**src/hdl/assert_macros.svh**
```systemverilog
// Assertion helpers shared by the RTL. Simulation builds get checking
// assertions, and synthesis builds see empty bodies.
`ifndef ASSERT_MACROS_SVH
`define ASSERT_MACROS_SVH
`ifndef SYNTHESIS
`define PS2KB_ASSERT(lbl, clk, rst_n, prop, msg) \
    lbl: assert property (@(posedge clk) disable iff (!rst_n) prop) else $error(msg);
`define PS2KB_ASSERT_NORST(lbl, clk, prop, msg) \
    lbl: assert property (@(posedge clk) prop) else $error(msg);
`else
`define PS2KB_ASSERT(lbl, clk, rst_n, prop, msg)
`define PS2KB_ASSERT_NORST(lbl, clk, prop, msg)
`endif
`endif

```
**src/hdl/ps2kb_pkg.sv**
```systemverilog
package ps2kb_pkg;

    localparam int OP_W       = 2;
    localparam int BYTE_W     = 8;
    localparam int KEY_SLOTS  = 128;
    localparam int KEY_W      = $clog2(KEY_SLOTS);
    localparam int RETRY_W    = 4;

    localparam int QDEPTH     = 16;
    localparam int QPTR_W     = $clog2(QDEPTH);
    localparam int QCNT_W     = QPTR_W + 1;

    localparam int OUT_DEPTH  = 4;
    localparam int OUT_PTR_W  = $clog2(OUT_DEPTH);
    localparam int OUT_CNT_W  = OUT_PTR_W + 1;

    localparam logic [RETRY_W-1:0] MAX_RETRIES_RST = 4'd3;

    localparam logic [BYTE_W-1:0] ACK_BYTE    = 8'hFA;
    localparam logic [BYTE_W-1:0] RESEND_BYTE = 8'hFE;
    localparam logic [BYTE_W-1:0] NO_DATA     = 8'hFF;
    localparam logic [BYTE_W-1:0] PFX_E0      = 8'hE0;
    localparam logic [BYTE_W-1:0] PFX_E1      = 8'hE1;
    localparam logic [BYTE_W-1:0] PFX_F0      = 8'hF0;
    localparam logic [BYTE_W-1:0] MAX_SCAN    = 8'h83;

    localparam logic KIND_TX  = 1'b0;
    localparam logic KIND_KEY = 1'b1;

    typedef enum logic [OP_W-1:0] {
        OP_RX    = 2'd0,
        OP_QUEUE = 2'd1,
        OP_QUERY = 2'd2
    } op_t;

    typedef enum logic [1:0] {
        PS_IDLE = 2'd0,
        PS_F0   = 2'd1,
        PS_E0   = 2'd2,
        PS_E1   = 2'd3
    } prefix_t;

    typedef struct packed {
        logic             en;
        logic [KEY_W-1:0] addr;
        logic             val;
    } key_wr_t;

    typedef struct packed {
        logic              ack;
        logic              resend;
        logic              push;
        logic [BYTE_W-1:0] cmd_byte;
        logic [BYTE_W-1:0] data_byte;
    } q_ev_t;

    typedef struct packed {
        logic              send;
        logic              with_data;
        logic [BYTE_W-1:0] cmd_byte;
        logic [BYTE_W-1:0] data_byte;
    } q_send_t;

    typedef struct packed {
        logic [QCNT_W-1:0] count;
        logic              awaiting;
    } q_stat_t;

    typedef struct packed {
        logic              result_kind;
        logic [BYTE_W-1:0] tx_byte;
        logic              key_is_down;
        logic              last;
    } res_t;

    localparam logic [KEY_W-1:0] SCAN_KEY_TABLE [0:131] = '{
        0, 67, 0, 63, 61, 59, 60, 88, 0, 68, 66, 64, 62, 15, 41, 0,
        0, 56, 42, 0, 29, 16, 2, 0, 0, 0, 44, 31, 30, 17, 3, 0,
        0, 46, 45, 32, 18, 5, 4, 0, 0, 57, 47, 33, 20, 19, 6, 0,
        0, 49, 48, 35, 34, 21, 7, 0, 0, 0, 50, 36, 22, 8, 9, 0,
        0, 51, 37, 23, 24, 11, 10, 0, 0, 52, 53, 38, 39, 25, 12, 0,
        0, 0, 40, 0, 26, 13, 0, 0, 58, 54, 28, 27, 0, 43, 0, 0,
        0, 0, 0, 0, 0, 0, 14, 0, 0, 79, 0, 75, 71, 0, 0, 0,
        82, 83, 80, 76, 77, 72, 1, 69, 87, 78, 81, 74, 55, 73, 70, 0,
        0, 0, 0, 65
    };

    // Codes past the end of the table map to no key.
    function automatic logic [KEY_W-1:0] scan_to_key(input logic [BYTE_W-1:0] code);
        logic [KEY_W-1:0] key;
        key = '0;
        if (code <= MAX_SCAN)
        begin
            key = SCAN_KEY_TABLE[code];
        end
        return key;
    endfunction

endpackage

```
**src/hdl/ps2kb_in_if.sv**
```systemverilog
interface ps2kb_in_if import ps2kb_pkg::*; ();
    logic              valid;
    logic              ready;
    logic [OP_W-1:0]   operation;
    logic [BYTE_W-1:0] byte_in;
    logic [BYTE_W-1:0] cmd_data;
    logic [KEY_W-1:0]  key_index;

    modport source (output valid, operation, byte_in, cmd_data, key_index, input ready);
    modport sink   (input valid, operation, byte_in, cmd_data, key_index, output ready);
endinterface

```
**src/hdl/ps2kb_out_if.sv**
```systemverilog
interface ps2kb_out_if import ps2kb_pkg::*; ();
    logic              valid;
    logic              ready;
    logic              result_kind;
    logic [BYTE_W-1:0] tx_byte;
    logic              key_is_down;
    logic              last;

    modport source (output valid, result_kind, tx_byte, key_is_down, last, input ready);
    modport sink   (input valid, result_kind, tx_byte, key_is_down, last, output ready);
endinterface

```
**src/hdl/ps2kb_scan_fsm.sv**
```systemverilog
module ps2kb_scan_fsm import ps2kb_pkg::*;
(
    input  logic              clk,
    input  logic              rst_n,
    input  logic              scan_en,
    input  logic [BYTE_W-1:0] code,
    output key_wr_t           key_wr
);

    prefix_t          state_reg;
    prefix_t          state_next;
    logic             is_prefix;
    logic [KEY_W-1:0] keycode;

    assign is_prefix = (code == PFX_E0) || (code == PFX_E1) || (code == PFX_F0);
    assign keycode   = scan_to_key(code);

    always_ff @(posedge clk or negedge rst_n)
    begin
        if (!rst_n)
        begin
            state_reg <= PS_IDLE;
        end
        else
        begin
            state_reg <= state_next;
        end
    end

    always_comb
    begin
        state_next = state_reg;
        if (scan_en)
        begin
            case (state_reg)
                PS_E0, PS_E1:
                begin
                    // Extended sequences are not decoded; drop the byte.
                    if (!is_prefix)
                    begin
                        state_next = PS_IDLE;
                    end
                end
                PS_IDLE, PS_F0:
                begin
                    if (code == PFX_E0)
                    begin
                        state_next = PS_E0;
                    end
                    else if (code == PFX_E1)
                    begin
                        state_next = PS_E1;
                    end
                    else if (code == PFX_F0)
                    begin
                        state_next = PS_F0;
                    end
                    else
                    begin
                        state_next = PS_IDLE;
                    end
                end
                default:
                begin
                    state_next = PS_IDLE;
                end
            endcase
        end
    end

    always_comb
    begin
        key_wr.en   = 1'b0;
        key_wr.addr = keycode;
        key_wr.val  = 1'b1;
        case (state_reg)
            PS_IDLE, PS_F0:
            begin
                key_wr.en  = scan_en && !is_prefix && (keycode != '0);
                key_wr.val = (state_reg != PS_F0);
            end
            default:
            begin
                key_wr.en = 1'b0;
            end
        endcase
    end

endmodule

```
**src/hdl/ps2kb_key_map.sv**
```systemverilog
module ps2kb_key_map import ps2kb_pkg::*;
(
    input  logic             clk,
    input  logic             rst_n,
    input  logic             rd_en,
    input  logic [KEY_W-1:0] rd_addr,
    input  key_wr_t          key_wr,
    output logic             key_is_down
);

    logic                 pressed_reg [KEY_SLOTS];
    logic [KEY_SLOTS-1:0] valid_reg;
    logic                 rd_bit_reg;
    logic                 rd_vld_reg;
    logic                 hit_reg;
    logic                 hit_val_reg;

    always_ff @(posedge clk)
    begin
        if (key_wr.en)
        begin
            pressed_reg[key_wr.addr] <= key_wr.val;
        end
    end

    // Entries never written since reset read as released.
    always_ff @(posedge clk or negedge rst_n)
    begin
        if (!rst_n)
        begin
            valid_reg <= '0;
        end
        else if (key_wr.en)
        begin
            valid_reg[key_wr.addr] <= 1'b1;
        end
    end

    // Read on request capture; a write on the same edge is forwarded.
    always_ff @(posedge clk)
    begin
        if (rd_en)
        begin
            rd_bit_reg  <= pressed_reg[rd_addr];
            rd_vld_reg  <= valid_reg[rd_addr];
            hit_reg     <= key_wr.en && (key_wr.addr == rd_addr);
            hit_val_reg <= key_wr.val;
        end
    end

    assign key_is_down = hit_reg ? hit_val_reg : (rd_vld_reg & rd_bit_reg);

endmodule

```
**src/hdl/ps2kb_cmd_queue.sv**
```systemverilog
module ps2kb_cmd_queue import ps2kb_pkg::*;
(
    input  logic               clk,
    input  logic               rst_n,
    input  logic [RETRY_W-1:0] max_retries,
    input  q_ev_t              ev,
    output q_send_t            tx,
    output q_stat_t            stat
);

    logic [BYTE_W-1:0]  cmd_mem_reg  [QDEPTH];
    logic [BYTE_W-1:0]  data_mem_reg [QDEPTH];
    logic [QPTR_W-1:0]  head_reg;
    logic [QPTR_W-1:0]  head_next;
    logic [QCNT_W-1:0]  count_reg;
    logic [QCNT_W-1:0]  count_next;
    logic [QCNT_W-1:0]  count_popped;
    logic [RETRY_W-1:0] retry_reg;
    logic [RETRY_W-1:0] retry_next;
    logic               awaiting_reg;
    logic               awaiting_next;
    logic [RETRY_W:0]   retry_inc;
    logic               drop;
    logic               pop;
    logic               push_ok;
    logic [QPTR_W-1:0]  slot;
    logic               bypass;
    logic [BYTE_W-1:0]  head_cmd;
    logic [BYTE_W-1:0]  head_data;

    assign retry_inc = {1'b0, retry_reg} + (RETRY_W+1)'(1);
    assign drop      = ev.ack || (ev.resend && (retry_inc > {1'b0, max_retries}));
    assign pop       = drop && (count_reg != '0);
    assign push_ok   = ev.push && (count_reg != QCNT_W'(QDEPTH));
    assign slot      = head_reg + count_reg[QPTR_W-1:0];

    assign head_next    = pop ? head_reg + QPTR_W'(1) : head_reg;
    assign count_popped = count_reg - QCNT_W'(pop);
    assign count_next   = count_popped + QCNT_W'(push_ok);

    always_comb
    begin
        retry_next = retry_reg;
        if (drop)
        begin
            retry_next = '0;
        end
        else if (ev.resend)
        begin
            retry_next = retry_inc[RETRY_W-1:0];
        end
    end

    // A command pushed into an empty queue is also the head being sent.
    assign bypass    = push_ok && (count_reg == '0);
    assign head_cmd  = bypass ? ev.cmd_byte  : cmd_mem_reg[head_next];
    assign head_data = bypass ? ev.data_byte : data_mem_reg[head_next];

    always_comb
    begin
        tx.send = 1'b0;
        if ((ev.ack || ev.resend) && (count_popped != '0))
        begin
            tx.send = 1'b1;
        end
        else if (push_ok && !awaiting_reg)
        begin
            tx.send = 1'b1;
        end
        tx.with_data = (head_data != NO_DATA);
        tx.cmd_byte  = head_cmd;
        tx.data_byte = head_data;
    end

    assign awaiting_next = tx.send || (awaiting_reg && !drop);

    always_ff @(posedge clk)
    begin
        if (push_ok)
        begin
            cmd_mem_reg[slot]  <= ev.cmd_byte;
            data_mem_reg[slot] <= ev.data_byte;
        end
    end

    always_ff @(posedge clk or negedge rst_n)
    begin
        if (!rst_n)
        begin
            head_reg     <= '0;
            count_reg    <= '0;
            retry_reg    <= '0;
            awaiting_reg <= 1'b0;
        end
        else
        begin
            head_reg     <= head_next;
            count_reg    <= count_next;
            retry_reg    <= retry_next;
            awaiting_reg <= awaiting_next;
        end
    end

    assign stat.count    = count_reg;
    assign stat.awaiting = awaiting_reg;

endmodule

```
**src/hdl/ps2kb_out_fifo.sv**
```systemverilog
module ps2kb_out_fifo import ps2kb_pkg::*;
(
    input  logic  clk,
    input  logic  rst_n,
    input  logic  push0,
    input  res_t  res0,
    input  logic  push1,
    input  res_t  res1,
    output logic  room,
    ps2kb_out_if.source results
);

    res_t                 mem_reg [OUT_DEPTH];
    logic [OUT_PTR_W-1:0] wr_ptr_reg;
    logic [OUT_PTR_W-1:0] wr_ptr_next;
    logic [OUT_PTR_W-1:0] rd_ptr_reg;
    logic [OUT_PTR_W-1:0] rd_ptr_next;
    logic [OUT_CNT_W-1:0] count_reg;
    logic [OUT_CNT_W-1:0] count_next;
    logic                 pop;
    res_t                 head;

    assign pop  = results.valid && results.ready;
    assign room = (count_reg <= OUT_CNT_W'(OUT_DEPTH - 2));

    assign wr_ptr_next = wr_ptr_reg + OUT_PTR_W'(push0) + OUT_PTR_W'(push1);
    assign rd_ptr_next = rd_ptr_reg + OUT_PTR_W'(pop);
    assign count_next  = count_reg + OUT_CNT_W'(push0) + OUT_CNT_W'(push1)
                         - OUT_CNT_W'(pop);

    always_ff @(posedge clk)
    begin
        if (push0)
        begin
            mem_reg[wr_ptr_reg] <= res0;
        end
        if (push1)
        begin
            mem_reg[wr_ptr_reg + OUT_PTR_W'(1)] <= res1;
        end
    end

    always_ff @(posedge clk or negedge rst_n)
    begin
        if (!rst_n)
        begin
            wr_ptr_reg <= '0;
            rd_ptr_reg <= '0;
            count_reg  <= '0;
        end
        else
        begin
            wr_ptr_reg <= wr_ptr_next;
            rd_ptr_reg <= rd_ptr_next;
            count_reg  <= count_next;
        end
    end

    assign head                = mem_reg[rd_ptr_reg];
    assign results.valid       = (count_reg != '0);
    assign results.result_kind = head.result_kind;
    assign results.tx_byte     = head.tx_byte;
    assign results.key_is_down = head.key_is_down;
    assign results.last        = head.last;

endmodule

```
**src/hdl/ps2_keyboard_host_decoder.sv**
```systemverilog
// Channel   Dir   Handshake      Payload
// items     in    valid/ready    operation, byte_in, cmd_data, key_index
// results   out   valid/ready    result_kind, tx_byte, key_is_down, last
// cfg       in    cfg_we         cfg_wdata (max_retries)
//
// One request is taken per cycle unless the input stalls. It is registered at the
// input, handled by one pass of logic that updates all state once the result buffer
// has room, and its results enter a four-entry buffer.
// The result side moves one result per cycle while the receiver is ready, so requests
// with two results (a command and its data byte) cannot be taken at that rate.
// Reset is asynchronous, active low. The input stalls with fewer than two free entries.
`include "assert_macros.svh"

module ps2_keyboard_host_decoder import ps2kb_pkg::*;
(
    input  logic               clk,
    input  logic               rst_n,
    ps2kb_in_if.sink           items,
    ps2kb_out_if.source        results,
    input  logic               cfg_we,
    input  logic [RETRY_W-1:0] cfg_wdata
);

    // Retry limit for resend requests from the keyboard.
    logic [RETRY_W-1:0] max_retries_reg;

    // Input register. The valid flag is control; the payload is not reset.
    logic               in_vld_reg;
    logic               in_vld_next;
    op_t                op_reg;
    logic [BYTE_W-1:0]  byte_reg;
    logic [BYTE_W-1:0]  data_reg;

    logic               accept;
    logic               proc_fire;
    logic               out_room;

    logic               is_ack;
    logic               is_resend;
    logic               scan_en;
    logic               query;
    q_ev_t              q_ev;
    q_send_t            q_tx;
    q_stat_t            q_stat;
    key_wr_t            key_wr;
    logic               key_is_down;

    logic               push0;
    logic               push1;
    res_t               res0;
    res_t               res1;

    always_ff @(posedge clk or negedge rst_n)
    begin
        if (!rst_n)
        begin
            max_retries_reg <= MAX_RETRIES_RST;
        end
        else if (cfg_we)
        begin
            max_retries_reg <= cfg_wdata;
        end
    end

    // The held request is processed whenever the result buffer can take
    // two more results, and a new request may enter in the same cycle.
    assign proc_fire   = in_vld_reg && out_room;
    assign items.ready = !in_vld_reg || proc_fire;
    assign accept      = items.valid && items.ready;
    assign in_vld_next = accept || (in_vld_reg && !proc_fire);

    always_ff @(posedge clk or negedge rst_n)
    begin
        if (!rst_n)
        begin
            in_vld_reg <= 1'b0;
        end
        else
        begin
            in_vld_reg <= in_vld_next;
        end
    end

    always_ff @(posedge clk)
    begin
        if (accept)
        begin
            op_reg   <= op_t'(items.operation);
            byte_reg <= items.byte_in;
            data_reg <= items.cmd_data;
        end
    end

    // Route the request. Received bytes split into acknowledge, resend
    // and scan traffic; the unused operation code does nothing.
    always_comb
    begin
        is_ack    = 1'b0;
        is_resend = 1'b0;
        scan_en   = 1'b0;
        query     = 1'b0;
        q_ev.push = 1'b0;
        case (op_reg)
            OP_RX:
            begin
                is_ack    = proc_fire && (byte_reg == ACK_BYTE);
                is_resend = proc_fire && (byte_reg == RESEND_BYTE);
                scan_en   = proc_fire && (byte_reg != ACK_BYTE) && (byte_reg != RESEND_BYTE);
            end
            OP_QUEUE:
            begin
                q_ev.push = proc_fire;
            end
            OP_QUERY:
            begin
                query = proc_fire;
            end
            default:
            begin
                query = 1'b0;
            end
        endcase
        q_ev.ack       = is_ack;
        q_ev.resend    = is_resend;
        q_ev.cmd_byte  = byte_reg;
        q_ev.data_byte = data_reg;
    end

    ps2kb_cmd_queue u_cmd_queue
    (
        .clk         (clk),
        .rst_n       (rst_n),
        .max_retries (max_retries_reg),
        .ev          (q_ev),
        .tx          (q_tx),
        .stat        (q_stat)
    );

    ps2kb_scan_fsm u_scan_fsm
    (
        .clk     (clk),
        .rst_n   (rst_n),
        .scan_en (scan_en),
        .code    (byte_reg),
        .key_wr  (key_wr)
    );

    // The key bitmap is read when a request is captured, so the bit is
    // ready by the time the query is processed.
    ps2kb_key_map u_key_map
    (
        .clk         (clk),
        .rst_n       (rst_n),
        .rd_en       (accept),
        .rd_addr     (items.key_index),
        .key_wr      (key_wr),
        .key_is_down (key_is_down)
    );

    // Build up to two results. A send gives the command byte and, unless
    // the data slot is empty, a second result carrying the data byte.
    always_comb
    begin
        push0            = 1'b0;
        push1            = 1'b0;
        res0.result_kind = KIND_TX;
        res0.tx_byte     = q_tx.cmd_byte;
        res0.key_is_down = 1'b0;
        res0.last        = !q_tx.with_data;
        res1.result_kind = KIND_TX;
        res1.tx_byte     = q_tx.data_byte;
        res1.key_is_down = 1'b0;
        res1.last        = 1'b1;
        if (query)
        begin
            push0            = 1'b1;
            res0.result_kind = KIND_KEY;
            res0.tx_byte     = '0;
            res0.key_is_down = key_is_down;
            res0.last        = 1'b1;
        end
        else if (q_tx.send)
        begin
            push0 = 1'b1;
            push1 = q_tx.with_data;
        end
    end

    ps2kb_out_fifo u_out_fifo
    (
        .clk     (clk),
        .rst_n   (rst_n),
        .push0   (push0),
        .res0    (res0),
        .push1   (push1),
        .res1    (res1),
        .room    (out_room),
        .results (results)
    );

    // An empty command queue never leaves the host waiting for an acknowledge.
    `PS2KB_ASSERT(a_empty_not_awaiting, clk, rst_n, (q_stat.count == '0) |-> !q_stat.awaiting, "awaiting acknowledge with empty queue")
    // The command queue never holds more than its depth.
    `PS2KB_ASSERT(a_queue_bound, clk, rst_n, q_stat.count <= QCNT_W'(QDEPTH), "command queue overflow")
    // A processed query yields exactly one result, marked last.
    `PS2KB_ASSERT(a_query_single, clk, rst_n, (proc_fire && (op_reg == OP_QUERY)) |-> (push0 && !push1 && res0.last), "query did not give a single final result")

endmodule

```
**src/flat_wrapper.sv**
```systemverilog
// flat-port wrapper written by rule: the top's interface ports become plain ports
module ps2_keyboard_host_decoder_flat import ps2kb_pkg::*;
  (clk, rst_n, cfg_we, cfg_wdata, items_valid, items_operation, items_byte_in, items_cmd_data, items_key_index, items_ready, results_valid, results_result_kind, results_tx_byte, results_key_is_down, results_last, results_ready);
  ps2kb_in_if items_i ();
  ps2kb_out_if results_i ();
  input  logic clk;
  input  logic rst_n;
  input  logic cfg_we;
  input  logic [RETRY_W-1:0] cfg_wdata;
  input wire logic [$bits(items_i.valid)-1:0] items_valid;
  input wire logic [$bits(items_i.operation)-1:0] items_operation;
  input wire logic [$bits(items_i.byte_in)-1:0] items_byte_in;
  input wire logic [$bits(items_i.cmd_data)-1:0] items_cmd_data;
  input wire logic [$bits(items_i.key_index)-1:0] items_key_index;
  output wire logic [$bits(items_i.ready)-1:0] items_ready;
  output wire logic [$bits(results_i.valid)-1:0] results_valid;
  output wire logic [$bits(results_i.result_kind)-1:0] results_result_kind;
  output wire logic [$bits(results_i.tx_byte)-1:0] results_tx_byte;
  output wire logic [$bits(results_i.key_is_down)-1:0] results_key_is_down;
  output wire logic [$bits(results_i.last)-1:0] results_last;
  input wire logic [$bits(results_i.ready)-1:0] results_ready;
  assign items_i.valid = items_valid;
  assign items_i.operation = items_operation;
  assign items_i.byte_in = items_byte_in;
  assign items_i.cmd_data = items_cmd_data;
  assign items_i.key_index = items_key_index;
  assign items_ready = items_i.ready;
  assign results_valid = results_i.valid;
  assign results_result_kind = results_i.result_kind;
  assign results_tx_byte = results_i.tx_byte;
  assign results_key_is_down = results_i.key_is_down;
  assign results_last = results_i.last;
  assign results_i.ready = results_ready;
  ps2_keyboard_host_decoder u_core (.clk(clk), .rst_n(rst_n), .items(items_i), .results(results_i), .cfg_we(cfg_we), .cfg_wdata(cfg_wdata));
endmodule
```
**config.mk**
```make
export PLATFORM = sky130hd
export DESIGN_NAME = ps2_keyboard_host_decoder_flat
export DESIGN_NICKNAME = d
export VERILOG_FILES = /design/src/hdl/ps2kb_pkg.sv /design/src/hdl/ps2kb_in_if.sv /design/src/hdl/ps2kb_out_if.sv /design/src/hdl/ps2kb_scan_fsm.sv /design/src/hdl/ps2kb_key_map.sv /design/src/hdl/ps2kb_cmd_queue.sv /design/src/hdl/ps2kb_out_fifo.sv /design/src/hdl/ps2_keyboard_host_decoder.sv /design/src/flat_wrapper.sv
export VERILOG_INCLUDE_DIRS = /design/src /design/src/hdl
export SDC_FILE = /design/constraint.sdc
export NUM_CORES = 1
export LEC_CHECK = 0
export ABC_CLOCK_PERIOD_IN_PS = 13890
export BUFFER_PORTS_ARGS = -buffer_cell sky130_fd_sc_hd__buf_2
export CAP_MARGIN = 20
export CORE_ASPECT_RATIO = 1.4
export CORE_UTILIZATION = 40
export DETAILED_ROUTE_END_ITERATION = 8
export GPL_ROUTABILITY_DRIVEN = 0
export GPL_TIMING_DRIVEN = 1
export HOLD_SLACK_MARGIN = 0.02
export SKIP_CTS_REPAIR_TIMING = 1
export SYNTH_ARGS = -nofsm -noshare
export SYNTH_HDL_FRONTEND = slang
export SYNTH_SLANG_ARGS = --single-unit
```
**constraint.sdc**
```tcl
create_clock -name clk -period 13.89 [get_ports clk]
set_input_delay 0.6945 -clock clk [delete_from_list [all_inputs] [get_ports clk]]
set_output_delay 0.6945 -clock clk [all_outputs]
set_load 0.02 [all_outputs]
```
* Yosys cells after proc, flatten, opt, wreduce, memory -nomap -nowiden
Memory sizes are Yosys's and may differ from the RTL's. A register that Yosys moved wholly into a read port is not among the register bits. Cells that the tools add are included. W data, S select, Z words.
Cells by class: add/subtract/negate cells 12, multiply operators 0, div/mod/pow operators 0, magnitude comparators 7, equal/unequal tests 17, shifts and indexed selects 0, mux-type cells 40, bitwise gates (word level) 3, reduce and logical (&&, ||, !) cells 43
Operators with widths (count):
- $or A128 B128 Y128 | 1
- $eq A8 B8 Y1 const B | 5
- $mux W1 | 25
- $ne A8 B8 Y1 const B | 3
- $mux W7 | 3
- $logic_and A1 B1 Y1 | 19
- $lt A7 B8 Y1 const B | 2
- $mux W8 | 2
- $mux W4 | 3
- $mux W11 | 1
- $reduce_bool A5 Y1 | 2
- $ge A9 B9 Y1 const B | 1
- $not A8 Y9 | 1
- $le A8 B8 Y1 const B | 1
- $bmux W1 S7 | 1
- $demux W1 S7 | 1
- $eq A7 B7 Y1 | 1
- $ge A7 B1 Y1 const B | 1
- $logic_or A1 B1 Y1 | 7
- $reduce_bool A7 Y1 | 1
- $add A2 B1 Y2 | 3
- $add A3 B1 Y3 | 2
- $eq A2 B2 Y1 const B | 3
- $logic_not A1 Y1 | 6
- other kinds (22) | 27
Storage, ports and cells: register bits 177, latch bits 0, memory bits (writable) 428, bits in read-only memories 1792, bits of input ports 34, output and inout port bits 13, logic and storage cells 144, memories kept 5
Memory list:
- (name not given) | depth 256, bits a word 7, read ports 1, clocked after memory_dff 0, wr ports 0, line ps2kb_pkg.sv:94 | key = SCAN_KEY_TABLE[code];
- u_core.u_cmd_queue.cmd_mem_reg | depth 16, bits a word 8, read ports 1, clocked after memory_dff 0, wr ports 1, line ps2kb_cmd_queue.sv:11 | logic [BYTE_W-1:0] cmd_mem_reg [QDEPTH];
- u_core.u_cmd_queue.data_mem_reg | depth 16, bits a word 8, read ports 1, clocked after memory_dff 0, wr ports 1, line ps2kb_cmd_queue.sv:12 | logic [BYTE_W-1:0] data_mem_reg [QDEPTH];
- u_core.u_key_map.pressed_reg | depth 128, bits a word 1, read ports 1, clocked after memory_dff 1, wr ports 1, line ps2kb_key_map.sv:11 | logic pressed_reg [KEY_SLOTS];
- u_core.u_out_fifo.mem_reg | depth 4, bits a word 11, read ports 1, clocked after memory_dff 0, wr ports 2, line ps2kb_out_fifo.sv:13 | res_t mem_reg [OUT_DEPTH];

* Logic depth before layout (Yosys ltp)
word-level depth 16, gate-level depth with buffers 27, depth with buffers taken out 25

* Hierarchy
A second synthesis with hierarchy kept.
Second synthesis, totals: cells, all modules 1863, area, all modules 27325.0 um^2
Modules (own cells, without submodules):
- ps2kb_cmd_queue | instances 1, cells an instance 681, area an instance 11318.4 um^2, sequential area each 8037.7 um^2
- ps2kb_key_map | instances 1, cells an instance 745, area an instance 10892.9 um^2, sequential area each 7166.9 um^2
- ps2kb_out_fifo | instances 1, cells an instance 142, area an instance 2570.0 um^2, sequential area each 1496.4 um^2
- ps2kb_scan_fsm | instances 1, cells an instance 239, area an instance 1625.3 um^2, sequential area each 50.0 um^2
- ps2_keyboard_host_decoder | instances 1, cells an instance 56, area an instance 918.4 um^2, sequential area each 668.1 um^2

* Worst setup path before layout
OpenSTA, ideal clock, no wires.
path kind register to register, from register u_core.byte_reg[0], to register u_core.u_out_fifo.count_reg[1], library setup time 0.135 ns, arrival 5.112 ns, required time 13.755 ns, slack 8.643 ns, stages on the path, launching flop included 27, buffers on the path 4, clock period less this slack 5.247 ns, cell sequence edfxtp_1 -> clkbuf_1 -> inv_1 -> ha_1 -> clkbuf_1 -> nand3_2 -> nor3_1 -> nand2_1 -> inv_2 -> buf_4 -> ha_1 -> ha_1 -> xnor2_1 -> nand3_1 -> nor2_1 -> nand2_1 -> nand2_1 -> o21ai_1 -> o21ai_0 -> a31oi_1 -> or2_1 -> buf_6 -> inv_4 -> ha_1 -> fa_1 -> inv_1 -> fa_1
On the way: word-level cells in the longest chain between the ends 15, elaborated cells on any way between the ends 25, classes of those cells add/sub (4); eq/ne (3); mux (9); reduce/logical (8); memory (1)
RTL lines:
- from (decl) | line ps2_keyboard_host_decoder.sv:31 | logic [BYTE_W-1:0] byte_reg;
- from (signal assigned) | line ps2_keyboard_host_decoder.sv:89 | byte_reg <= items.byte_in;
- $eq A8 B8 Y1 | line ps2_keyboard_host_decoder.sv:107 | is_resend = proc_fire && (byte_reg == RESEND_BYTE);
- $logic_and A1 B1 Y1 | line ps2_keyboard_host_decoder.sv:107
- $mux W1 | line ps2_keyboard_host_decoder.sv:103 | case (op_reg)
- $logic_and A1 B1 Y1 | line ps2kb_cmd_queue.sv:32 | assign drop = ev.ack || (ev.resend && (retry_inc > {1'b0, max_retries}));
- $logic_or A1 B1 Y1 | line ps2kb_cmd_queue.sv:32
- $logic_and A1 B1 Y1 | line ps2kb_cmd_queue.sv:33 | assign pop = drop && (count_reg != '0);
- $sub A5 B1 Y5 | line ps2kb_cmd_queue.sv:38 | assign count_popped = count_reg - QCNT_W'(pop);
- $reduce_bool A5 Y1 | line ps2kb_cmd_queue.sv:62 | if ((ev.ack || ev.resend) && (count_popped != '0))
- $logic_and A1 B1 Y1 | line ps2kb_cmd_queue.sv:62
- $mux W1 | line ps2kb_cmd_queue.sv:62
- $mux W1 | line ps2_keyboard_host_decoder.sv:182 | else if (q_tx.send)
- $mux W1 | line ps2_keyboard_host_decoder.sv:174 | if (query)
- $add A3 B1 Y3 | line ps2kb_out_fifo.sv:28 | assign count_next = count_reg + OUT_CNT_W'(push0) + OUT_CNT_W'(push1)
- $add A3 B1 Y3 * | line ps2kb_out_fifo.sv:28
- $sub A3 B1 Y3 * | line ps2kb_out_fifo.sv:29 | - OUT_CNT_W'(pop);
- named net u_core.u_out_fifo.count_next[1] | line ps2kb_out_fifo.sv:19 | logic [OUT_CNT_W-1:0] count_next;
- to (signal assigned) | line ps2kb_out_fifo.sv:55 | count_reg <= count_next;
- to (decl) | line ps2kb_out_fifo.sv:18 | logic [OUT_CNT_W-1:0] count_reg;
The timed path passes the listed nets; every way through them passes the cells marked *. A chain may end at the register's enable or synchronous reset.

* Worst setup path after layout
from register u_core.u_cmd_queue.retry_reg[0], to register u_core.u_out_fifo.count_reg[1]
On the way: word-level cells in the longest chain between the ends 14, elaborated cells on any way between the ends 20, classes of those cells add/sub (5); order compare (1); eq/ne (1); mux (7); reduce/logical (5); memory (1)
RTL lines:
- from (decl) | line ps2kb_cmd_queue.sv:18 | logic [RETRY_W-1:0] retry_reg;
- from (signal assigned) | line ps2kb_cmd_queue.sv:99 | retry_reg <= retry_next;
- $add A4 B1 Y5 * | line ps2kb_cmd_queue.sv:31 | assign retry_inc = {1'b0, retry_reg} + (RETRY_W+1)'(1);
- $gt A5 B4 Y1 * | line ps2kb_cmd_queue.sv:32
- $logic_and A1 B1 Y1 * | line ps2kb_cmd_queue.sv:32
- $logic_or A1 B1 Y1 * | line ps2kb_cmd_queue.sv:32
- $logic_and A1 B1 Y1 * | line ps2kb_cmd_queue.sv:33
- $sub A5 B1 Y5 | line ps2kb_cmd_queue.sv:38
- $reduce_bool A5 Y1 | line ps2kb_cmd_queue.sv:62
- $logic_and A1 B1 Y1 | line ps2kb_cmd_queue.sv:62
- $mux W1 | line ps2kb_cmd_queue.sv:62
- $mux W1 | line ps2_keyboard_host_decoder.sv:182
- $mux W1 | line ps2_keyboard_host_decoder.sv:174
- $add A3 B1 Y3 | line ps2kb_out_fifo.sv:28
- $add A3 B1 Y3 * | line ps2kb_out_fifo.sv:28
- $sub A3 B1 Y3 * | line ps2kb_out_fifo.sv:29
- named net u_core.u_out_fifo.count_next[1] | line ps2kb_out_fifo.sv:19
Marked as above.

==> flow_summary.ini <==
[logic_synthesis]
synth.distinct_cells = 84
async_flop_share = 0.257
yosysTopAreaCellShare = 0.474
synth_area_mm2 = 0.0277
synthCells = 1948
ys_ff_latch = 606
synthTopCellsByArea = edfxtp_1, dfrtp_1, mux4_2, nand2_1, nor2_1
synth-seq-area-share = 0.624
synth_edf_count = 438
syn_avg_cell_area_um2 = 14.2
yosys_warnings = 0
synth-main-ff-cell = edfxtp_1
yosysTopAreaCell = edfxtp_1

[sta]
tightest_slew_ps = 1080
setup_viol = 0
maxSlewViolCount = 0
rsz0062_at_grt = false
max_freq_mhz = 152
fin_skew_ps = 51.1
max_slew_margin = 0.280
tns_ps = 0
period_needed_ps = 6590
post-route-period-util = 0.474
hold_viol = 0
hold_slack_ps = 223

[worst_setup_path]
crit_arrival_ps = 7090
cp.required_ps = 14400
path_max_fanout = 23
worstReg2RegStart = u_core.u_cmd_queue.retry_reg[0]
cp-startpoint = u_core.u_cmd_queue.retry_reg[0]
critPathCaptureType = flip-flop
start_kind = flip-flop
critPathKind = reg -> reg

[run_status]
status = completed

[clocking]
clock_sinks = 606
clockBufferDepth = 3
cts_buffers = 59
cts_max_level = 2
clk_latency_ps = 640
clk_pin_slew_worst_paths_ps = 70
cts-root-buf = clkbuf_16
tritoncts = done

[cells_and_area]
n_fill_cell = 6116
syn2layout_area_growth_pct = 12.2
final_nets = 2058
fin_util = 0.457
multi_input_area_mm2 = 0.00980
drive_above_1_share = 0.236
seqCellArea_mm2 = 0.0173

[global_route]
grt_pass1_wl_um = 107000
use_met1 = 0.234
grt_use_met3 = 0.0266
grt_antenna_before_repair = 6
grt_pass1_vias = 17758
grt.total_usage = 0.200
grt-busiest-layer = met2
gr-total-overflow = 0
gr-usage-met2 = 0.364
grt_max_degree = 130

[floorplanning]
initial_core_util = 0.407
core_mm2 = 0.0681
die_w_um = 225
dieArea_mm2 = 0.0704
ios = 47
num_rows = 113
die_y_um = 314

[drt]
num_vias = 16966
postRouteAntennaNets = 0
wirelength_um = 69100
drt-initial-drc-count = 1518
via_per_inst = 5.72
wl_per_cell_um = 23.3
drc_errors = 0
firstDrtPassIters = 6

[place]
dpl.hpwl_um = 45800
io_buffers = 46

[pwr]
irDropWorstVdd_mv = 0.136
power.leakage_nw = 11.4
p_per_area_mw_per_mm2 = 155

[hold_path]
hp-start = items_cmd_data[3]
hp-class = in -> reg

[flow_run]
drv_cap = 0
## routing by layer
| layer | wire (um) | vias to the layer above |
|---|---|---|
| met4 | 2940 | 2 |
| met1 | 26100 | 8706 |
| met2 | 36900 | 600 |
| li1 | - | 7510 |
| met3 | 3160 | 148 |
| met5 | 13 | - |
## metrics by stage
stage / area (um^2) / total power, W / setup slack [ps] / instances
floorplan: 27800 / 0.00287 / 8640 / 1970
global placement: 29000 / 0.00319 / 7670 / 2849
detailed placement: 29000 / 0.00322 / 7350 / 2851
CTS: 31000 / 0.00485 / 7340 / 2962
global route: 31100 / 0.00502 / 6810 / 2967
finish: 31100 / 0.00481 / 7300 / 2968
## synthesized netlist by cell type, types with 6 or more instances
library cell,count
edfxtp_1,438
nand2_1,194
nor2_1,176
mux4_2,166
dfrtp_1,154
or2_2,97
clkbuf_1,76
nand3_1,61
o21ai_0,46
a21oi_1,32
inv_1,32
buf_2,30
ha_1,24
mux2i_1,21
a31oi_1,19
and3_1,19
a32oi_1,16
buf_1,16
nand2b_1,16
nand4_1,16
o211ai_1,16
o22ai_1,16
xnor2_1,15
nor2b_1,14
a211oi_1,12
dfxtp_1,12
nor3_1,12
and2_1,11
a211o_1,9
xor2_1,9
a21o_1,8
a32o_1,8
or3_1,8
a2111oi_0,7
buf_4,7
o21bai_1,7
o32ai_1,7
mux2_2,6
nand3b_1,6
nor3b_1,6
o2bb2ai_1,6
## kinds of logic (layout without fill, tap and decap cells)
family,Yosys count,after routing,synth area share
and+or+nand+nor,658,658,0.114
DFF,606,606,0.624
AOI/OAI and AO/OA,265,265,0.0692
muxes,193,193,0.145
buffers and inverters,172,248,0.0263
adders and majority gates,28,28,0.0137
xor gates and xnor gates,25,25,0.00817
other,1,25,0.000135
## final timing paths
path | slack (ps) | depth (start not counted) | end
worst max-delay path | 7300 | 25 | u_core.u_out_fifo.count_reg[1]
worst min-delay path | 220 | 1 | u_core.data_reg[3]
worst max register to register | 7300 | 25 | u_core.u_out_fifo.count_reg[1]
worst min register to register | 370 | 0 | u_core.u_key_map.valid_reg[100]
max in group asynchronous | 12070 | 3 | u_core.u_cmd_queue.head_reg[0]
min in group asynchronous | 580 | 2 | u_core.u_key_map.valid_reg[102]
## where the power goes
group / internal, W / switching (W) / total (W)
clock: 0.000939 / 0.000691 / 0.00163
combinational: 0.000335 / 0.000610 / 0.000945
sequential: 0.00214 / 0.000104 / 0.00224
## cell type report
class                      count  area share
antenna                        2    0.000161
clock buffer                  88      0.0555
clock inverter                23     0.00897
inverter                      41     0.00515
multi-input combinational   1192       0.315
sequential                   606       0.556
tap                          920      0.0370
timing repair buffer          96      0.0219
## critical path: stages (launching register included)
cell and delay (ps):
dfrtp_1 420, ha_1 270, xor2_1 170, ha_1 330, nand4b_1 120, and3_1 190
o211ai_1 170, buf_4 230, nand2_1 460, inv_2 500, ha_1 280, ha_1 230
xnor2_1 130, nand3_1 110, nor2_1 40, nand2_1 70, nand2_1 50, o21ai_1 300
o21ai_0 380, a31oi_1 300, or2_1 390, inv_4 100, ha_1 330, fa_1 370
inv_1 90, fa_1 410
## cells in the final DEF, fill, tap and decap left out, types with 10 or more instances in the layout
cell type,Yosys,layout
edfxtp_1,438,438
nand2_1,194,193
nor2_1,176,176
mux4_2,166,166
dfrtp_1,154,153
or2_2,97,97
nand3_1,61,61
clkbuf_16,0,60
o21ai_0,46,46
buf_4,7,45
buf_2,30,44
inv_1,32,32
a21oi_1,32,32
ha_1,24,23
conb_1,1,23
mux2i_1,21,21
and3_1,19,19
a31oi_1,19,19
nand2b_1,16,16
nand4_1,16,16
o211ai_1,16,16
a32oi_1,16,16
o22ai_1,16,16
clkbuf_1,76,16
xnor2_1,15,15
nor2b_1,14,14
a211oi_1,12,12
clkbuf_8,0,12
dfxtp_1,12,12
nor3_1,12,11
and2_1,11,10
No activity file was read; power rests on OpenSTA's default activity.
